**config.mk**
```make
export PLATFORM = sky130hd
export DESIGN_NAME = calendar_minute_hour_day_stepper
export DESIGN_NICKNAME = d
export VERILOG_FILES = /design/src/rtl/core/cal_step_pkg.sv /design/src/rtl/core/calendar_minute_hour_day_stepper.sv
export SDC_FILE = /design/constraint.sdc
export NUM_CORES = 1
export LEC_CHECK = 0
export BUFFER_PORTS_ARGS = -buffer_cell sky130_fd_sc_hd__buf_2
export CORE_UTILIZATION = 57
export DETAILED_ROUTE_END_ITERATION = 6
export PLACE_DENSITY = 0.78
export SLEW_MARGIN = 20
export SYNTH_ARGS = -nofsm -noshare
export SYNTH_HDL_FRONTEND = slang
export SYNTH_SLANG_ARGS = --single-unit
```
**constraint.sdc**
```tcl
create_clock -name clk -period 3.6 [get_ports clk]
set_clock_uncertainty 0.05 [all_clocks]
set_input_delay 0.18 -clock clk [delete_from_list [all_inputs] [get_ports clk]]
set_output_delay 0.18 -clock clk [all_outputs]
set_load 0.05 [all_outputs]
```
**src/rtl/core/cal_step_pkg.sv**
```systemverilog
// Types, operation codes and calendar helper functions for the date-time stepper.
// Depends on nothing; the stepper top level imports it.
`default_nettype none

package cal_step_pkg;

	// Operation codes carried on the op field of an input transaction.
	typedef enum logic [2:0] {
		OP_MIN_NEXT  = 3'd0,
		OP_MIN_PREV  = 3'd1,
		OP_HOUR_NEXT = 3'd2,
		OP_HOUR_PREV = 3'd3,
		OP_DAY_NEXT  = 3'd4,
		OP_DAY_PREV  = 3'd5,
		OP_MON_NEXT  = 3'd6,
		OP_MON_PREV  = 3'd7
	} op_t;

	// One date-time at the widths of the ports.
	typedef struct packed {
		logic [15:0] year;
		logic [3:0]  month;
		logic [4:0]  day;
		logic [4:0]  hour;
		logic [5:0]  minute;
	} date_t;

	localparam logic [5:0] MINUTE_TOP = 6'd59;
	localparam logic [4:0] HOUR_TOP   = 5'd23;
	localparam logic [3:0] MONTH_TOP  = 4'd12;
	localparam logic [3:0] MONTH_SPAN = 4'd11;

	// Exact quotient by 25 for any 16-bit value: (y * DIV25_RECIP) >> DIV25_SHIFT.
	localparam logic [16:0] DIV25_RECIP = 17'd83887;
	localparam int          DIV25_SHIFT = 21;
	localparam int          QUOT_W      = 12;

	// Days in a month; zero marks a month outside 1 to 12.
	function automatic logic [4:0] month_days(input logic [3:0] month, input logic leap);
		logic [4:0] n;
		begin
			unique case (month)
				4'd1, 4'd3, 4'd5, 4'd7, 4'd8, 4'd10, 4'd12: n = 5'd31;
				4'd4, 4'd6, 4'd9, 4'd11:                    n = 5'd30;
				4'd2:                                       n = leap ? 5'd29 : 5'd28;
				default:                                    n = 5'd0;
			endcase
			return n;
		end
	endfunction

	// Month one later; at or past December it folds back by eleven.
	function automatic logic [3:0] month_next(input logic [3:0] month);
		begin
			return (month >= MONTH_TOP) ? month - MONTH_SPAN : month + 4'd1;
		end
	endfunction

	// Month one earlier; at or below January it folds up by eleven.
	function automatic logic [3:0] month_prev(input logic [3:0] month);
		begin
			return (month <= 4'd1) ? month + MONTH_SPAN : month - 4'd1;
		end
	endfunction

endpackage

`default_nettype wire

```
**src/rtl/core/calendar_minute_hour_day_stepper.sv**
```systemverilog
// Pipeline: four register stages (s1 to s4); a transaction passes them in order and its
// result is driven from s4, which holds it while out_stall is high.
// Throughput: one transaction per cycle while out_stall does not hold the pipeline; the
// leap-year test, the month-length lookup and the year carry each sit in their own stage.
// Reset: arst_n clears all stage valid bits at once; payload registers are not reset.
// Gregorian date-time stepper top level; imports cal_step_pkg for types and helpers.
`default_nettype none

module calendar_minute_hour_day_stepper
	import cal_step_pkg::*;
(
	input  wire         clk,
	input  wire         arst_n,
	input  wire         in_valid,
	output logic        in_stall,
	input  wire  [2:0]  op,
	input  wire  [15:0] year_in,
	input  wire  [3:0]  month_in,
	input  wire  [4:0]  day_in,
	input  wire  [4:0]  hour_in,
	input  wire  [5:0]  minute_in,
	output logic        out_valid,
	input  wire         out_stall,
	output logic [15:0] year_out,
	output logic [3:0]  month_out,
	output logic [4:0]  day_out,
	output logic [4:0]  hour_out,
	output logic [5:0]  minute_out,
	output logic        bad_month
);

	// Stage valid bits and per-stage load enables.
	logic valid_s1, valid_s2, valid_s3, valid_s4;
	logic rdy_s1, rdy_s2, rdy_s3, rdy_s4;

	assign rdy_s4   = !valid_s4 || !out_stall;
	assign rdy_s3   = !valid_s3 || rdy_s4;
	assign rdy_s2   = !valid_s2 || rdy_s3;
	assign rdy_s1   = !valid_s1 || rdy_s2;
	assign in_stall = !rdy_s1;

	always_ff @(posedge clk or negedge arst_n) begin
		if (!arst_n) begin
			valid_s1 <= 1'b0;
			valid_s2 <= 1'b0;
			valid_s3 <= 1'b0;
			valid_s4 <= 1'b0;
		end else begin
			if (rdy_s1) begin
				valid_s1 <= in_valid;
			end
			if (rdy_s2) begin
				valid_s2 <= valid_s1;
			end
			if (rdy_s3) begin
				valid_s3 <= valid_s2;
			end
			if (rdy_s4) begin
				valid_s4 <= valid_s3;
			end
		end
	end

	// Stage 1 input logic: decode the operation, step minute and hour, start the
	// divide-by-25 for the leap-year test.
	date_t                   src_in;
	logic                    back_in, do_day_in, do_mon_in;
	logic                    carry_h, carry_d;
	logic [5:0]              min_new;
	logic [4:0]              hour_new;
	logic [32:0]             prod_in;
	logic [QUOT_W-1:0]       quot_in;

	assign src_in  = '{year: year_in, month: month_in, day: day_in, hour: hour_in,
		minute: minute_in};
	assign prod_in = 33'(year_in) * 33'(DIV25_RECIP);
	assign quot_in = prod_in[DIV25_SHIFT +: QUOT_W];

	always_comb begin
		logic is_min, is_hour;
		is_min    = 1'b0;
		is_hour   = 1'b0;
		do_day_in = 1'b0;
		do_mon_in = 1'b0;
		back_in   = 1'b0;
		unique case (op_t'(op))
			OP_MIN_NEXT:  is_min = 1'b1;
			OP_MIN_PREV: begin
				is_min  = 1'b1;
				back_in = 1'b1;
			end
			OP_HOUR_NEXT: is_hour = 1'b1;
			OP_HOUR_PREV: begin
				is_hour = 1'b1;
				back_in = 1'b1;
			end
			OP_DAY_NEXT:  do_day_in = 1'b1;
			OP_DAY_PREV: begin
				do_day_in = 1'b1;
				back_in   = 1'b1;
			end
			OP_MON_NEXT:  do_mon_in = 1'b1;
			OP_MON_PREV: begin
				do_mon_in = 1'b1;
				back_in   = 1'b1;
			end
			default:      do_mon_in = 1'b1;
		endcase

		// Minute step, carrying or borrowing into the hour.
		min_new = minute_in;
		carry_h = is_hour;
		if (is_min) begin
			if (!back_in) begin
				if (minute_in >= MINUTE_TOP) begin
					min_new = minute_in - MINUTE_TOP;
					carry_h = 1'b1;
				end else begin
					min_new = minute_in + 6'd1;
				end
			end else begin
				if (minute_in == 6'd0) begin
					min_new = MINUTE_TOP;
					carry_h = 1'b1;
				end else begin
					min_new = minute_in - 6'd1;
				end
			end
		end

		// Hour step, carrying or borrowing into the day.
		hour_new = hour_in;
		carry_d  = 1'b0;
		if (carry_h) begin
			if (!back_in) begin
				if (hour_in >= HOUR_TOP) begin
					hour_new = hour_in - HOUR_TOP;
					carry_d  = 1'b1;
				end else begin
					hour_new = hour_in + 5'd1;
				end
			end else begin
				if (hour_in == 5'd0) begin
					hour_new = HOUR_TOP;
					carry_d  = 1'b1;
				end else begin
					hour_new = hour_in - 5'd1;
				end
			end
		end
		do_day_in = do_day_in || carry_d;
	end

	date_t             src_s1;
	logic [5:0]        min_s1;
	logic [4:0]        hour_s1;
	logic              back_s1, do_day_s1, do_mon_s1;
	logic [QUOT_W-1:0] quot_s1;

	always_ff @(posedge clk) begin
		if (rdy_s1) begin
			src_s1    <= src_in;
			min_s1    <= min_new;
			hour_s1   <= hour_new;
			back_s1   <= back_in;
			do_day_s1 <= do_day_in;
			do_mon_s1 <= do_mon_in;
			quot_s1   <= quot_in;
		end
	end

	// Stage 2: finish the leap-year test and choose the month whose length is needed.
	logic [15:0] q25;
	logic        div25, leap_nx, borrow_nx;
	logic [3:0]  lookup_nx;

	assign q25       = {quot_s1, 4'b0000} + 16'({quot_s1, 3'b000}) + 16'(quot_s1);
	assign div25     = (q25 == src_s1.year);
	assign leap_nx   = (src_s1.year[1:0] == 2'b00) && (!div25 || src_s1.year[3:0] == 4'd0);
	assign borrow_nx = back_s1 && (src_s1.day <= 5'd1);
	assign lookup_nx = borrow_nx ? month_prev(src_s1.month) : src_s1.month;

	date_t      src_s2;
	logic [5:0] min_s2;
	logic [4:0] hour_s2;
	logic       back_s2, do_day_s2, do_mon_s2, leap_s2, borrow_s2;
	logic [3:0] lookup_s2;

	always_ff @(posedge clk) begin
		if (rdy_s2) begin
			src_s2    <= src_s1;
			min_s2    <= min_s1;
			hour_s2   <= hour_s1;
			back_s2   <= back_s1;
			do_day_s2 <= do_day_s1;
			do_mon_s2 <= do_mon_s1;
			leap_s2   <= leap_nx;
			borrow_s2 <= borrow_nx;
			lookup_s2 <= lookup_nx;
		end
	end

	// Stage 3: month-length lookup and the day step.
	logic [4:0] mdays;
	logic [4:0] day_nx;
	logic       fail_nx, mstep_nx;

	assign mdays = month_days(lookup_s2, leap_s2);

	always_comb begin
		day_nx   = src_s2.day;
		mstep_nx = do_mon_s2;
		fail_nx  = 1'b0;
		if (do_day_s2) begin
			if (!back_s2) begin
				fail_nx = (mdays == 5'd0);
				if (src_s2.day >= mdays) begin
					day_nx   = src_s2.day - (mdays - 5'd1);
					mstep_nx = 1'b1;
				end else begin
					day_nx = src_s2.day + 5'd1;
				end
			end else if (borrow_s2) begin
				fail_nx  = (mdays == 5'd0);
				day_nx   = src_s2.day + (mdays - 5'd1);
				mstep_nx = 1'b1;
			end else begin
				day_nx = src_s2.day - 5'd1;
			end
		end
	end

	date_t      src_s3;
	logic [5:0] min_s3;
	logic [4:0] hour_s3;
	logic [4:0] day_s3;
	logic       back_s3, do_day_s3, fail_s3, mstep_s3;

	always_ff @(posedge clk) begin
		if (rdy_s3) begin
			src_s3    <= src_s2;
			min_s3    <= min_s2;
			hour_s3   <= hour_s2;
			day_s3    <= day_nx;
			back_s3   <= back_s2;
			do_day_s3 <= do_day_s2;
			fail_s3   <= fail_nx;
			mstep_s3  <= mstep_nx;
		end
	end

	// Stage 4: month step with year carry or borrow, then the error echo.
	date_t res_nx;

	always_comb begin
		res_nx = '{year: src_s3.year, month: src_s3.month, day: day_s3, hour: hour_s3,
			minute: min_s3};
		if (mstep_s3) begin
			if (back_s3) begin
				res_nx.month = month_prev(src_s3.month);
				if (src_s3.month <= 4'd1) begin
					res_nx.year = src_s3.year - 16'd1;
				end
			end else begin
				res_nx.month = month_next(src_s3.month);
				if (src_s3.month >= MONTH_TOP) begin
					res_nx.year = src_s3.year + 16'd1;
				end
			end
		end
		if (fail_s3) begin
			res_nx = src_s3;
		end
	end

	date_t res_s4;
	logic  bad_s4, do_day_s4;

	always_ff @(posedge clk) begin
		if (rdy_s4) begin
			res_s4    <= res_nx;
			bad_s4    <= fail_s3;
			do_day_s4 <= do_day_s3;
		end
	end

	// Output transaction.
	assign out_valid  = valid_s4;
	assign year_out   = res_s4.year;
	assign month_out  = res_s4.month;
	assign day_out    = res_s4.day;
	assign hour_out   = res_s4.hour;
	assign minute_out = res_s4.minute;
	assign bad_month  = bad_s4;

`ifndef ASSERT_OFF
	// A failed lookup only comes from a month outside 1 to 12, which is echoed on month_out.
	a_bad_month_range: assert property (@(posedge clk) disable iff (!arst_n)
		(valid_s4 && bad_month) |-> (month_out == 4'd0 || month_out > MONTH_TOP))
		else $error("bad_month raised for a month inside the calendar range");

	// A successful day step never lands on day zero.
	a_day_nonzero: assert property (@(posedge clk) disable iff (!arst_n)
		(valid_s4 && do_day_s4 && !bad_s4) |-> (day_out != 5'd0))
		else $error("day step produced day zero");

	// An accepted transaction occupies the first stage on the next cycle.
	a_accept_fills_s1: assert property (@(posedge clk) disable iff (!arst_n)
		(in_valid && !in_stall) |=> valid_s1)
		else $error("accepted transaction did not reach stage 1");

	// A stage that cannot advance keeps its transaction intact.
	a_s2_holds: assert property (@(posedge clk) disable iff (!arst_n)
		(valid_s2 && !rdy_s3) |=> (valid_s2 && $stable(src_s2) && $stable(lookup_s2)))
		else $error("stage 2 transaction changed while stalled");
`endif

endmodule

`default_nettype wire

```
==> results.sh <==
export IMPL_status="finished, violations left"
export IMPL_violations="negative setup slack"
export IMPL_syn_num_nets=1520
export IMPL_routabilityCongestion=0.927
export IMPL_fin_setup_tns_ns=-14.13
export IMPL_cts_tree="yes"
export IMPL_synthCells=1199
export IMPL_synth_seq_area_share=0.436
export IMPL_p_leak_nw=7.93
export IMPL_vias_per_cell=5.49
export IMPL_cts_sinks=214
export IMPL_wire_per_inst_um=17.0
export IMPL_final_instance_count_excl_fill=1768
export IMPL_die_y_um=162
export IMPL_grt_max_degree=57
export IMPL_r2r_slack_ns=-0.27
export IMPL_drv_slew=0
export IMPL_dieArea_um2=26400
export IMPL_grt_overflow=0
export IMPL_cpMostUsedCell="fa_1"
export IMPL_worst_setup_path_end_kind="flip-flop"
export IMPL_final_cell_mix="edfxtp_1, inv_1, ha_1, buf_4, fa_1"
export IMPL_stdcell_area_um2=17800
export IMPL_holdPathEnd="src_s1[2]"
export IMPL_root_buffer="clkbuf_16"
export IMPL_grt_pass1_wl_mm=48.2
export IMPL_hold_path_depth=1
export IMPL_crit_fanout=5
export IMPL_whs_ns=0.00640
export IMPL_yosysWarnings=0
export IMPL_r2r_start="lookup_s2[3]"
export IMPL_yosysUniqueCellTypes=76
export IMPL_vias=9704
export IMPL_die_x_um=162
export IMPL_finalSetupViolCount=15
export IMPL_post_place_ws_ns=-1.90
export IMPL_startpoint_type="input pin"
export IMPL_rsz0062_at_grt="true"
export IMPL_cts_path_max_buffers=3
export IMPL_cpLargestDelayFamily="adder cells"
export IMPL_relSlewSlack=0.355
export IMPL_clk_insertion_delay_late_ns=0.49
export IMPL_cp_arrival_ns=5.09
export IMPL_required_ns=3.79
export IMPL_dp_hpwl_mm=22.8
export IMPL_route_detailed_drc=0
export IMPL_crit_path_max_incr_delay_ns=0.57
export IMPL_synthFlopType="edfxtp_1"
export IMPL_ant_nets=0
export IMPL_fill_cells=1671
export IMPL_drt_first_pass_iters=6
export IMPL_clkTransAtPathRegs_ns=0.06
export IMPL_placed_area_um2=16400
export IMPL_cts_buffers=20
export IMPL_final_common_cell="edfxtp_1"
export IMPL_groute_usage_overall=0.232
export IMPL_num_nets_final=1746
export IMPL_grt_pass1_vias=9984
export IMPL_ir_worst_vdd_mv=0.652
export IMPL_start_util=0.581
export IMPL_drt_wl_total_mm=30.0
export IMPL_min_from="minute_in[2]"
export IMPL_fin_crit_ns=4.90
export IMPL_dp_cells=1698
export IMPL_worstPathCellList="buf_4 -> fa_2 -> fa_1 -> inv_2 -> fa_1 -> inv_1 -> fa_1 -> fa_1 -> fa_1 -> ha_4 -> and4_1 -> o2111a_1 -> a221o_1 -> a41o_4 -> a21bo_1 -> o21ai_2 -> xnor2_1"
export IMPL_worstMarginPinSlew_ns=0.967
export IMPL_cp_num_buf_inv=3
export IMPL_regToRegEndpoint="day_s3[4]"
export IMPL_hold_viol=0
export IMPL_cpMaxStageDelayCell="fa_1"
export IMPL_synth_edf_count=210
export IMPL_ff2ff_path_depth=20
export IMPL_drv_cap=0
export IMPL_synth_seq_cells=214
export IMPL_worst_slack_ns=-1.30
export IMPL_synthToLayoutAreaGrowth_pct=21.0
export IMPL_core_um2=25300
export IMPL_synth_avg_cell_area_um2=12.2
export IMPL_port_buffers=81
export IMPL_antenna_found_initial=1
export IMPL_critPathKind="input pin to flip-flop"
export IMPL_min_period_over_period=1.36
export IMPL_num_rows=58
export IMPL_synth_async_reset_ratio=0.0187
export IMPL_pwr_density_cell_nw_per_um2=1000
export IMPL_first_iter_violations=673
export IMPL_io_pins=82
export IMPL_fmax_ghz=0.204
export IMPL_worstHoldPathType="input pin to flip-flop"
export IMPL_synth_area_um2=14700
export IMPL_ctsHtreeMaxLevel=1
export IMPL_drive_above_1_share=0.241
registers in the layout, indices dropped and copies added (netlist names), 4 cells and up:
| signal | cells |
|---|---|
| src_s1 | 36 |
| src_s2 | 36 |
| src_s3 | 36 |
| year_out | 16 |
| quot_s1 | 12 |
| min_s1 | 6 |
| min_s2 | 6 |
| min_s3 | 6 |
| minute_out | 6 |
| day_out | 5 |
| day_s3 | 5 |
| hour_out | 5 |
| hour_s1 | 5 |
| hour_s2 | 5 |
| hour_s3 | 5 |
| lookup_s2 | 4 |
| month_out | 4 |
repair_timing:
action	in CTS	in global routing
hold buffers	25	0
pin swaps	45	28
gates resized for setup	53	20
setup buffers	9	2
endpoints found under the hold margin	27	0
endpoints found under the setup margin	16	17
kinds of logic after synthesis:
logic type | after synthesis | share of synthesized area
flip-flops | 214 | 0.436
XOR/XNOR | 62 | 0.0370
adder cells (fa/ha/maj) | 278 | 0.292
multiplexers | 24 | 0.0181
buffers and inverters | 229 | 0.0590
AND/OR/NAND/NOR | 201 | 0.0707
AO/OA/AOI/OAI | 191 | 0.0871
area by class of cell:
cell class              instances  area [µm²]  area share
multi-input cells             756        7900       0.445
well taps                     330         413      0.0232
diodes                          1        2.50    0.000141
clock inverters                 8        77.6     0.00437
flip-flops and latches        214        6410       0.361
clock buffers                  26         544      0.0306
inverters                     200         752      0.0423
repair buffers                233        1670      0.0940
routing by layer:
layer / up-vias / GRT usage / wire, µm
li1: 4662 / - / -
met1: 4673 / 0.290 / 12500
met2: 297 / 0.422 / 15300
met3: 72 / 0.0186 / 1280
met4: 0 / 0.0823 / 973
met5: - / 0 / 0
synthesized netlist by cell type (11+ instances only):
cell | count | area share
clkbuf_1 | 22 | 0.0056
mux2_2 | 20 | 0.015
nor3_1 | 15 | 0.0051
nand3_1 | 23 | 0.0078
inv_1 | 200 | 0.051
a21oi_1 | 49 | 0.017
ha_1 | 171 | 0.15
nand2b_1 | 17 | 0.0072
xor2_1 | 21 | 0.013
o21ai_0 | 25 | 0.0085
nor2_1 | 43 | 0.011
edfxtp_1 | 210 | 0.43
fa_1 | 107 | 0.15
o21ai_1 | 11 | 0.0038
nand2_1 | 46 | 0.012
a21o_1 | 22 | 0.011
xnor2_1 | 41 | 0.024
through the flow:
step	total power [W]	util
final	0.0178	0.703
after global routing	0.0193	0.703
after CTS	0.0172	0.699
after detailed placement	0.0144	0.650
after global placement	0.0140	0.650
after floorplan	0.0112	-
worst max-delay path by stage:
stage,from,to,slack [ns],cells past startpoint
2_1_floorplan,year_in[6],quot_s1[5],-1.55,18
3_3_place_gp,year_in[15],quot_s1[5],-1.81,19
3_5_place_dp,year_in[15],quot_s1[5],-1.90,17
4_1_cts,year_in[13],quot_s1[9],-1.28,19
5_1_grt,year_in[13],quot_s1[5],-1.42,19
6_report,year_in[10],quot_s1[5],-1.30,17
power by group:
group          switching (W)  leakage, nW  total [W]  internal, W
logic                0.00630         5.44     0.0121      0.00581
registers           0.000290         2.19    0.00367      0.00338
clock network       0.000855        0.303    0.00200      0.00114
total                0.00744         7.93     0.0178       0.0103
No activity file was read; power rests on OpenSTA's default activity.
